### config.mk
export PLATFORM = sky130hd
export DESIGN_NAME = sha1_message_digest_top
export DESIGN_NICKNAME = d
export VERILOG_FILES = /design/src/hdl/sha1md_pkg.sv /design/src/hdl/sha1md_sched.sv /design/src/hdl/sha1md_core.sv /design/src/hdl/sha1_message_digest_top.sv
export SDC_FILE = /design/constraint.sdc
export NUM_CORES = 2
export LEC_CHECK = 0
export BUFFER_PORTS_ARGS = -buffer_cell sky130_fd_sc_hd__buf_2
export CAP_MARGIN = 20
export CORE_MARGIN = 4
export CORE_UTILIZATION = 35
export CTS_CLUSTER_SIZE = 20
export DETAILED_ROUTE_END_ITERATION = 12
export MAX_ROUTING_LAYER = met4
export PLACE_DENSITY_LB_ADDON = 0.15
export SLEW_MARGIN = 20
export SYNTH_ARGS = -nofsm -noshare
export SYNTH_HDL_FRONTEND = slang
export SYNTH_SLANG_ARGS = --single-unit
### constraint.sdc
create_clock -name i_clk -period 100.1 [get_ports i_clk]
set_input_delay 15.015 -clock i_clk [delete_from_list [all_inputs] [get_ports i_clk]]
set_output_delay 15.015 -clock i_clk [all_outputs]
set_load 0.01 [all_outputs]
### src/hdl/sha1md_pkg.sv
// shared types, constants and state codes for the sha1 message digest block
package sha1md_pkg;

    localparam int unsigned WORD_W      = 32;
    localparam int unsigned HASH_WORDS  = 5;
    localparam int unsigned BLOCK_WORDS = 16;
    localparam int unsigned ROUNDS      = 80;
    localparam int unsigned COUNT_W     = 61;

    localparam logic [6:0] ROUND_LAST   = 7'd79;
    localparam logic [5:0] POS_LAST     = 6'd63;
    localparam logic [5:0] POS_PRE_LEN  = 6'd55;
    localparam logic [1:0] WORD_END     = 2'd3;
    localparam logic [2:0] IDX_LAST     = 3'd4;
    localparam logic [7:0] PAD_MARK     = 8'h80;

    localparam logic [31:0] K_0 = 32'h5A827999;
    localparam logic [31:0] K_1 = 32'h6ED9EBA1;
    localparam logic [31:0] K_2 = 32'h8F1BBCDC;
    localparam logic [31:0] K_3 = 32'hCA62C1D6;

    localparam logic [HASH_WORDS-1:0][31:0] H_INIT = {
        32'hC3D2E1F0, 32'h10325476, 32'h98BADCFE, 32'hEFCDAB89, 32'h67452301
    };

    typedef struct packed {
        logic [7:0] msg_byte;
        logic       has_byte;
        logic       is_last;
    } t_in_item;

    typedef struct packed {
        logic [31:0] digest_word;
        logic [2:0]  word_index;
        logic        last_word;
    } t_out_item;

    typedef enum logic [2:0] {
        S_IDLE,
        S_ROUND,
        S_ADD,
        S_PAD,
        S_OUT
    } t_state;

    // controls for the block buffer / message schedule
    typedef struct packed {
        logic       push;
        logic       word_end;
        logic [7:0] data;
        logic       step;
    } t_sched_ctl;

    // controls for the round unit and chaining words
    typedef struct packed {
        logic       init;
        logic       load;
        logic       round;
        logic       add;
        logic [6:0] rnd;
        logic [2:0] sel;
    } t_core_ctl;

endpackage

### src/hdl/sha1md_sched.sv
// block buffer: packs bytes into words and expands the message schedule
module sha1md_sched
    import sha1md_pkg::*;
(
    input  logic        i_clk,
    input  t_sched_ctl  i_ctl,
    output logic [31:0] o_w
);

    logic [23:0] r_acc;
    logic [BLOCK_WORDS-1:0][31:0] r_w;
    logic [31:0] w_mix;

    // next schedule word from taps t, t+2, t+8, t+13
    assign w_mix = r_w[13] ^ r_w[8] ^ r_w[2] ^ r_w[0];
    assign o_w   = r_w[0];

    always_ff @(posedge i_clk) begin
        if (i_ctl.push) begin
            r_acc <= {r_acc[15:0], i_ctl.data};
            if (i_ctl.word_end) begin
                r_w <= {{r_acc, i_ctl.data}, r_w[BLOCK_WORDS-1:1]};
            end
        end else if (i_ctl.step) begin
            r_w <= {{w_mix[30:0], w_mix[31]}, r_w[BLOCK_WORDS-1:1]};
        end
    end

endmodule

### src/hdl/sha1md_core.sv
// shared round unit with working variables and chaining words
module sha1md_core
    import sha1md_pkg::*;
(
    input  logic        i_clk,
    input  logic        i_rst_n,
    input  t_core_ctl   i_ctl,
    input  logic [31:0] i_w,
    output logic [31:0] o_word
);

    logic [HASH_WORDS-1:0][31:0] r_h;
    logic [31:0] r_a, r_b, r_c, r_d, r_e;
    logic [31:0] f_val, k_val, sum;

    always_comb begin
        if (i_ctl.rnd < 7'd20) begin
            f_val = r_d ^ (r_b & (r_c ^ r_d));
            k_val = K_0;
        end else if (i_ctl.rnd < 7'd40) begin
            f_val = r_b ^ r_c ^ r_d;
            k_val = K_1;
        end else if (i_ctl.rnd < 7'd60) begin
            f_val = (r_b & r_c) | (r_b & r_d) | (r_c & r_d);
            k_val = K_2;
        end else begin
            f_val = r_b ^ r_c ^ r_d;
            k_val = K_3;
        end
        sum = {r_a[26:0], r_a[31:27]} + f_val + r_e + k_val + i_w;
    end

    assign o_word = r_h[i_ctl.sel];

    always_ff @(posedge i_clk) begin
        if (!i_rst_n) begin
            r_h <= H_INIT;
        end else if (i_ctl.init) begin
            r_h <= H_INIT;
        end else if (i_ctl.add) begin
            r_h[0] <= r_h[0] + r_a;
            r_h[1] <= r_h[1] + r_b;
            r_h[2] <= r_h[2] + r_c;
            r_h[3] <= r_h[3] + r_d;
            r_h[4] <= r_h[4] + r_e;
        end
    end

    always_ff @(posedge i_clk) begin
        if (i_ctl.load) begin
            r_a <= r_h[0];
            r_b <= r_h[1];
            r_c <= r_h[2];
            r_d <= r_h[3];
            r_e <= r_h[4];
        end else if (i_ctl.round) begin
            r_a <= sum;
            r_b <= r_a;
            r_c <= {r_b[1:0], r_b[31:2]};
            r_d <= r_c;
            r_e <= r_d;
        end
    end

endmodule

### src/hdl/sha1_message_digest_top.sv
// sha1 message digest: byte input channel, five-word digest output channel
//
// input channel: one message byte per transfer with has_byte and is_last
// flags; a transfer with is_last and no byte ends the message (empty
// message allowed). an item with neither flag changes nothing.
// output channel: five transfers per message, h0 first, word_index 0..4,
// last_word set on the fifth word.
// timing: a byte is taken on each valid transfer while the block buffer
// fills. the 64th byte of a block starts compression: 80 rounds of the
// shared round unit (one round per cycle) and then the chaining add,
// during which o_in_stall stays high. after the last item the sequencer
// inserts padding one byte per cycle (0x80, zeros, 64-bit bit length)
// to the end of the block, compresses one or two padded blocks, then
// presents the digest words on the output channel.
// o_in_stall is high from the accepted last item until the fifth digest
// word has transferred; a stalled output holds its word until taken.
// reset (synchronous, active low) restores the initial chaining values,
// clears the byte position and byte count and returns to idle.
module sha1_message_digest_top
    import sha1md_pkg::*;
(
    input  logic      i_clk,
    input  logic      i_rst_n,
    input  logic      i_in_valid,
    output logic      o_in_stall,
    input  t_in_item  i_in_item,
    output logic      o_out_valid,
    input  logic      i_out_stall,
    output t_out_item o_out_item
);

    t_state              r_state, n_state;
    logic [5:0]          r_pos, n_pos;         // next byte slot in block
    logic [COUNT_W-1:0]  r_count, n_count;     // message bytes modulo 2^61
    logic [6:0]          r_t, n_t;             // round number
    logic                r_final, n_final;     // message ended, padding owed
    logic                r_first, n_first;     // next pad byte is the marker
    logic                r_len, n_len;         // pad bytes are now the length
    logic                r_done, n_done;       // last padded block compressing
    logic [2:0]          r_idx, n_idx;         // digest word being shown

    t_sched_ctl  sctl;
    t_core_ctl   cctl;
    logic [31:0] w_cur;
    logic [31:0] h_word;
    logic [63:0] bit_len;
    logic [7:0]  len_byte;

    sha1md_sched u_sched (
        .i_clk (i_clk),
        .i_ctl (sctl),
        .o_w   (w_cur)
    );

    sha1md_core u_core (
        .i_clk   (i_clk),
        .i_rst_n (i_rst_n),
        .i_ctl   (cctl),
        .i_w     (w_cur),
        .o_word  (h_word)
    );

    // length bytes go out most significant first, one per slot 56..63
    assign bit_len  = {r_count, 3'b000};
    assign len_byte = 8'(bit_len >> {~r_pos[2:0], 3'b000});

    assign o_in_stall             = (r_state != S_IDLE);
    assign o_out_valid            = (r_state == S_OUT);
    assign o_out_item.digest_word = h_word;
    assign o_out_item.word_index  = r_idx;
    assign o_out_item.last_word   = (r_idx == IDX_LAST);

    always_ff @(posedge i_clk) begin
        if (!i_rst_n) begin
            r_state <= S_IDLE;
            r_pos   <= '0;
            r_count <= '0;
            r_t     <= '0;
            r_final <= 1'b0;
            r_first <= 1'b0;
            r_len   <= 1'b0;
            r_done  <= 1'b0;
            r_idx   <= '0;
        end else begin
            r_state <= n_state;
            r_pos   <= n_pos;
            r_count <= n_count;
            r_t     <= n_t;
            r_final <= n_final;
            r_first <= n_first;
            r_len   <= n_len;
            r_done  <= n_done;
            r_idx   <= n_idx;
        end
    end

    always_comb begin
        n_state = r_state;
        n_pos   = r_pos;
        n_count = r_count;
        n_t     = r_t;
        n_final = r_final;
        n_first = r_first;
        n_len   = r_len;
        n_done  = r_done;
        n_idx   = r_idx;

        sctl          = '0;
        sctl.word_end = (r_pos[1:0] == WORD_END);
        cctl          = '0;
        cctl.rnd      = r_t;
        cctl.sel      = r_idx;

        unique case (r_state)
            S_IDLE: begin
                if (i_in_valid) begin
                    if (i_in_item.has_byte) begin
                        sctl.push = 1'b1;
                        sctl.data = i_in_item.msg_byte;
                        n_pos     = r_pos + 6'd1;
                        n_count   = r_count + COUNT_W'(1);
                    end
                    if (i_in_item.is_last) begin
                        n_final = 1'b1;
                        n_first = 1'b1;
                    end
                    if (i_in_item.has_byte && r_pos == POS_LAST) begin
                        // block full: start compression
                        n_state   = S_ROUND;
                        cctl.load = 1'b1;
                        n_t       = '0;
                    end else if (i_in_item.is_last) begin
                        n_state = S_PAD;
                    end
                end
            end
            S_ROUND: begin
                cctl.round = 1'b1;
                sctl.step  = 1'b1;
                n_t        = r_t + 7'd1;
                if (r_t == ROUND_LAST) begin
                    n_state = S_ADD;
                end
            end
            S_ADD: begin
                cctl.add = 1'b1;
                if (!r_final) begin
                    n_state = S_IDLE;
                end else if (r_done) begin
                    n_state = S_OUT;
                end else begin
                    n_state = S_PAD;
                end
            end
            S_PAD: begin
                sctl.push = 1'b1;
                sctl.data = r_first ? PAD_MARK : (r_len ? len_byte : 8'h00);
                n_first   = 1'b0;
                n_pos     = r_pos + 6'd1;
                if (r_pos == POS_PRE_LEN) begin
                    n_len = 1'b1;
                end
                if (r_pos == POS_LAST) begin
                    n_state   = S_ROUND;
                    cctl.load = 1'b1;
                    n_t       = '0;
                    if (r_len) begin
                        n_done = 1'b1;
                    end
                end
            end
            S_OUT: begin
                if (!i_out_stall) begin
                    n_idx = r_idx + 3'd1;
                    if (r_idx == IDX_LAST) begin
                        // digest delivered: ready for the next message
                        n_state   = S_IDLE;
                        n_idx     = '0;
                        cctl.init = 1'b1;
                        n_count   = '0;
                        n_final   = 1'b0;
                        n_len     = 1'b0;
                        n_done    = 1'b0;
                    end
                end
            end
            default: begin
                n_state = S_IDLE;
            end
        endcase
    end

endmodule

# [Word level (Yosys, flattened, before mapping)]
# Index checks and enable logic that the tools add are counted.
# Widths: inputs -> output; s select.
[totals] register_bits=940 in_bits=14 out_inout_bits=38 wordCells=183
[classes] addsub=13 n_lt_le_gt_ge=4 eq_ne=21 n_shift=1 mux=72 bitwise=16 n_reduce_logical=20
[ops] operator="$mux 512" count=3
[ops] operator="$mux 32" count=16
[ops] operator="$add 32x32->32" count=9
[ops] operator="$mux 61" count=4
[ops] operator="$xor 32x32->32" count=7
[ops] operator="$and 32x32->32" count=4
[ops] operator="$pmux 61 s2" count=1
[ops] operator="$bmux 32 s3" count=1
[ops] operator="$or 32x32->32" count=2
[ops] operator="$shr 64x6->8" count=1
[ops] operator="$add 61x1->61 const B" count=1
[ops] operator="$mux 8" count=4
[ops] operator="$mux 31" count=1
[ops] operator="$mux 3" count=10
[ops] operator="$mux 7" count=3
[ops] operator="$pmux 7 s3" count=1
[ops] operator="$ne 2x2->1 const B" count=10
[ops] operator="$mux 1" count=17
[ops] operator="$pmux 8 s2" count=1
[ops] operator="$pmux 3 s5" count=1
[ops] operator="$reduce_and 5->1" count=3
[ops] operator="$lt 7x6->1 const B" count=2
[ops] operator="$eq 6x6->1 const B" count=2
[ops] operator="$mux 6" count=2
[ops] operator="other kinds (25)" count=41

# [Depth between registers and ports, before layout]
[logic_depth] word_depth=12 ltp_mapped=26 ltp_nobuf=24

# [Cells and area by module]
# From an unflattened synthesis, not the netlist that was laid out.
[unflattened] hier_cells=4117 hier_area_um2=48611.6
[modules_own_cells] module="sha1md_core" n_inst=1 cells_per_inst=2813 area_per_inst_um2=26145.1 seq_area_each_um2=8007.7
[modules_own_cells] module="sha1md_sched" n_inst=1 cells_per_inst=736 area_per_inst_um2=17608.1 seq_area_each_um2=16095.4
[modules_own_cells] module="sha1_message_digest_top" n_inst=1 cells_per_inst=568 area_per_inst_um2=4858.4 seq_area_each_um2=1681.6

# [Least setup slack after synthesis]
# Ideal clock, no wire load.
[synth_path] kind="register to register" from="register r_state[2]" to="register u_sched.r_w (netlist bit u_sched.o_w[0]), enable pin" setup_time_ns=2.097 arrival_ns=36.255 required_time_ns=98.003 setup_slack_ns=61.748 path_stages_with_launch=4 n_path_buf=1 period_less_slack_ns=38.352 cell_sequence="dfxtp_1 > clkbuf_1 > nand2b_1 > o21ai_0"
[synth_via] elab_chain_cells=4 elab_cells_between_ends=8 classes_between="eq/ne: 3; mux: 2; reduce/logical: 3"
[synth_lines] item="start: declaration" line="sha1_message_digest_top.sv:32" rtl="t_state r_state, n_state;"
[synth_lines] item="start signal: assignment" line="sha1_message_digest_top.sv:85" rtl="r_state <= n_state;"
[synth_lines] item="$eq 3x2->1 (tied with other cells)" line="sha1_message_digest_top.sv:114" rtl="unique case (r_state)"
[synth_lines] item="$pmux 1 s2 or $mux 1 (tied branches)" line="sha1_message_digest_top.sv:114"
[synth_lines] item="$ne 2x2->1 (no line) or $reduce_bool 2->1 (tied branches)"
[synth_lines] item="$reduce_and 2->1 (no line) (*)"
[synth_lines] item="end signal: assignment" line="sha1md_sched.sv:22" rtl="r_w <= {{r_acc, i_ctl.data}, r_w[BLOCK_WORDS-1:1]};"
[synth_lines] item="end signal: assignment" line="sha1md_sched.sv:25" rtl="r_w <= {{w_mix[30:0], w_mix[31]}, r_w[BLOCK_WORDS-1:1]};"
[synth_lines] item="end: declaration" line="sha1md_sched.sv:11" rtl="logic [BLOCK_WORDS-1:0][31:0] r_w;"
# Mark *: on every way between the ends. The rest lies on a longest branch, timed or not.
# A chain may end at the register's enable or synchronous reset.

==> flow_summary.yaml <==
timing:
  skew_ns: 0.04258
  finalCritPeriodShare_pct: 18.56
  finalMaxSlewViolations: 0
  hold_violations: 0
  rsz0062_at_grt: "no"
  max_freq_mhz: 53.82
  fin_crit_ns: 18.58
  tightest_slew_ns: 1.084
  slew_headroom_pct: 27.59
  finalSetupViolCount: 0
  finalSetupTns_ns: 0
worst_setup_path:
  crit_type: "register to primary output"
  path_max_fanout: 37
  r2r_end: "u_core.r_a[30]$_DFFE_PP_"
  required_ns: 85.08
  reg2reg_depth: 25
  regToRegSetupSlack_ns: 92.22
  worstPathArrival_ns: 3.57
  crit_path_end_kind: "primary output"
  r2r_start: "r_t[4]$_SDFFE_PN0P_"
  startpoint_type: "register"
die:
  core_mm2: 0.1340
  start_util_pct: 35.33
  die-area_mm2: 0.1412
  io_pins: 52
  die_w_um: 375.7
  rows: 134
  fp.dieH_um: 375.7
hold_path:
  min_path_type: "register to register"
  min_to: "u_sched.r_w[322]$_DFFE_PP_"
  min_from: "u_sched.r_w[354]$_DFFE_PP_"
  hold_depth: 0
synth:
  synthDominantCellAreaShare_pct: 44.16
  synth_area_mm2: 0.04732
  synth_cell_types: 84
  synth_edf_count: 696
  synth.avg_cell_area_um2: 11.36
  yosysTopAreaCell: "edfxtp_1"
  ys_ff_latch: 940
  synth_nets: 4502
  synth_area_leaders: "edfxtp_1 (44%), dfxtp_1 (10%), nand2_1 (5.7%), ha_1 (5.3%), fa_1 (5.0%)"
  postSynth.asyncResetShare_pct: 0
  synthFlopType: "edfxtp_1"
  synthCells: 4167
  ys_warn_count: 0
  yosysSeqAreaShare_pct: 54.49
placed_design:
  dp_hpwl_um: 90280
  gp_congestion: 0.8606
  port_buffers: 51
cells_and_area:
  area_growth_pct: 12.38
  drive_gt1_share_pct: 7.555
  nets: 4546
drt:
  wirelength_um: 128500
  vias: 31330
  routedWlPerCell_um: 21.17
  vias_per_cell: 5.160
  drt_iter0_drc: 2371
  dr.pass1.iters: 6
  drc: 0
  drtAntennaViolNets: 0
status:
  status: "complete, no violations"
job:
  drv_cap: 0
clock_tree:
  cts_inserted_buffers: 106
  htreeDepth: 3
  clockBufferDepth: 3
  path_clk_slew_ns: 0.06
  cts-root-buf: "clkbuf_16"
  clock-sinks: 940
  postCtsHoldBufs: 0
  cts_setup_buffers: 0
  insertion_delay_ns: 0.73
  cts_tree: "done"
  post_cts.resized_instances: 0
global_routing:
  grt_usage_pct: 18.51
  grt_antenna_before_repair: 0
  overflow: 0
  grt_pass1_wl_um: 192600
  grt_pass1_vias: 30070
  grt_max_degree: 203
[worst max-delay path: stages (launching register included)]
cell and delay, ns:
dfxtp_2 0.99, and3_2 1.04, nand2_1 0.10, o21ai_0 0.38, buf_2 0.27
[metrics by stage]
stage	hold WS [ns]	setup WS (ns)	instance area, µm²	utilization (%)	cells
2_1_floorplan	0.4003	61.75	47320	-	4167
3_3_place_gp	0.4005	80.82	49560	36.99	5870
3_5_place_dp	0.4045	80.78	49560	36.99	5870
4_1_cts	0.4066	81.45	53150	39.68	6069
5_1_grt	0.4161	81.26	53180	39.70	6070
6_report	0.4092	81.52	53180	39.70	6071
[synthesized netlist by cell type (7+ instances only)]
cell,instances
nand2_1,720
edfxtp_1,696
inv_1,254
dfxtp_1,244
o21ai_0,240
a21oi_1,234
nor2_1,210
ha_1,202
xnor2_1,192
clkbuf_1,129
xor2_1,125
fa_1,119
a21o_1,94
nand3_1,74
o211ai_1,53
mux2i_1,45
mux4_2,45
nor3_1,35
nand4_1,32
a211oi_1,30
a31oi_1,26
nor2b_1,26
o21bai_1,24
o21a_1,23
or3_1,22
nand2b_1,20
and3_1,19
and2_1,18
a221o_1,15
buf_1,14
o31ai_1,14
and4_1,12
a221oi_1,10
a21boi_0,9
o31a_1,9
nor3b_1,8
o221a_2,8
o221ai_1,8
nand3b_1,7
[cell type report]
class                      count  area, µm²
fill                       12770      80780
sequential                   940      25790
multi-input combinational   2821      20060
clock buffer                 135       2821
tap                         1768       2212
inverter                     255      957.2
clock inverter                64      774.5
timing repair buffer          87      570.5
antenna                        1      2.502
[cells by family after synthesis]
group                    Yosys count  synth area share, %
AO/OA/AOI/OAI                    869                11.72
AND/OR/NAND/NOR                 1222                11.15
flip-flops                       940                54.49
buffers and inverters            406                3.263
multiplexers                      92                3.141
XOR/XNOR                         317                5.867
adder cells (fa/ha/maj)          321                10.37
[state kept, by name, summed over array words and instances, names as in the netlist]
signal / count
r_count: 61
r_done: 1
r_final: 1
r_first: 1
r_idx: 3
r_len: 1
r_pos: 6
r_state: 3
r_t: 7
u_core.r_a: 32
u_core.r_b: 32
u_core.r_c: 32
u_core.r_d: 32
u_core.r_e: 32
u_core.r_h: 160
u_sched.o_w: 32
u_sched.r_acc: 24
u_sched.r_w: 480
[placed cells by master (no fill, tap or decap), types with 119 or more instances in the layout]
cell type  instances
a21oi_1          234
dfxtp_1          241
edfxtp_1         696
fa_1             119
ha_1             202
inv_1            254
nand2_1          719
nor2_1           210
o21ai_0          239
xnor2_1          192
xor2_1           125
[layer usage]
layer / routed length (µm) / GRT usage [%] / up-vias
li1: - / - / 14990
met1: 63680 / 27.11 / 15460
met2: 54270 / 26.34 / 706
met3: 6645 / 2.730 / 177
met4: 3937 / 5.938 / 0
met5: 0 / - / -
[how the worst max path moves through the flow]
stage / start / to
CTS: r_idx[2]$_SDFFE_PN0P_ / o_out_item[26]
detailed placement: i_in_valid / u_core.r_a[21]$_DFFE_PP_
floorplan: r_state[2]$_SDFFE_PN0P_ / u_sched.o_w[0]$_DFFE_PP_
global placement: i_in_valid / u_core.r_a[20]$_DFFE_PP_
global route: i_in_valid / u_core.r_a[27]$_DFFE_PP_
finish: r_idx[2]$_SDFFE_PN0P_ / o_out_item[26]
Power is left out: the tool's default activity adds up to more than one toggle a clock period on the data nets, which glitch-free logic cannot reach.
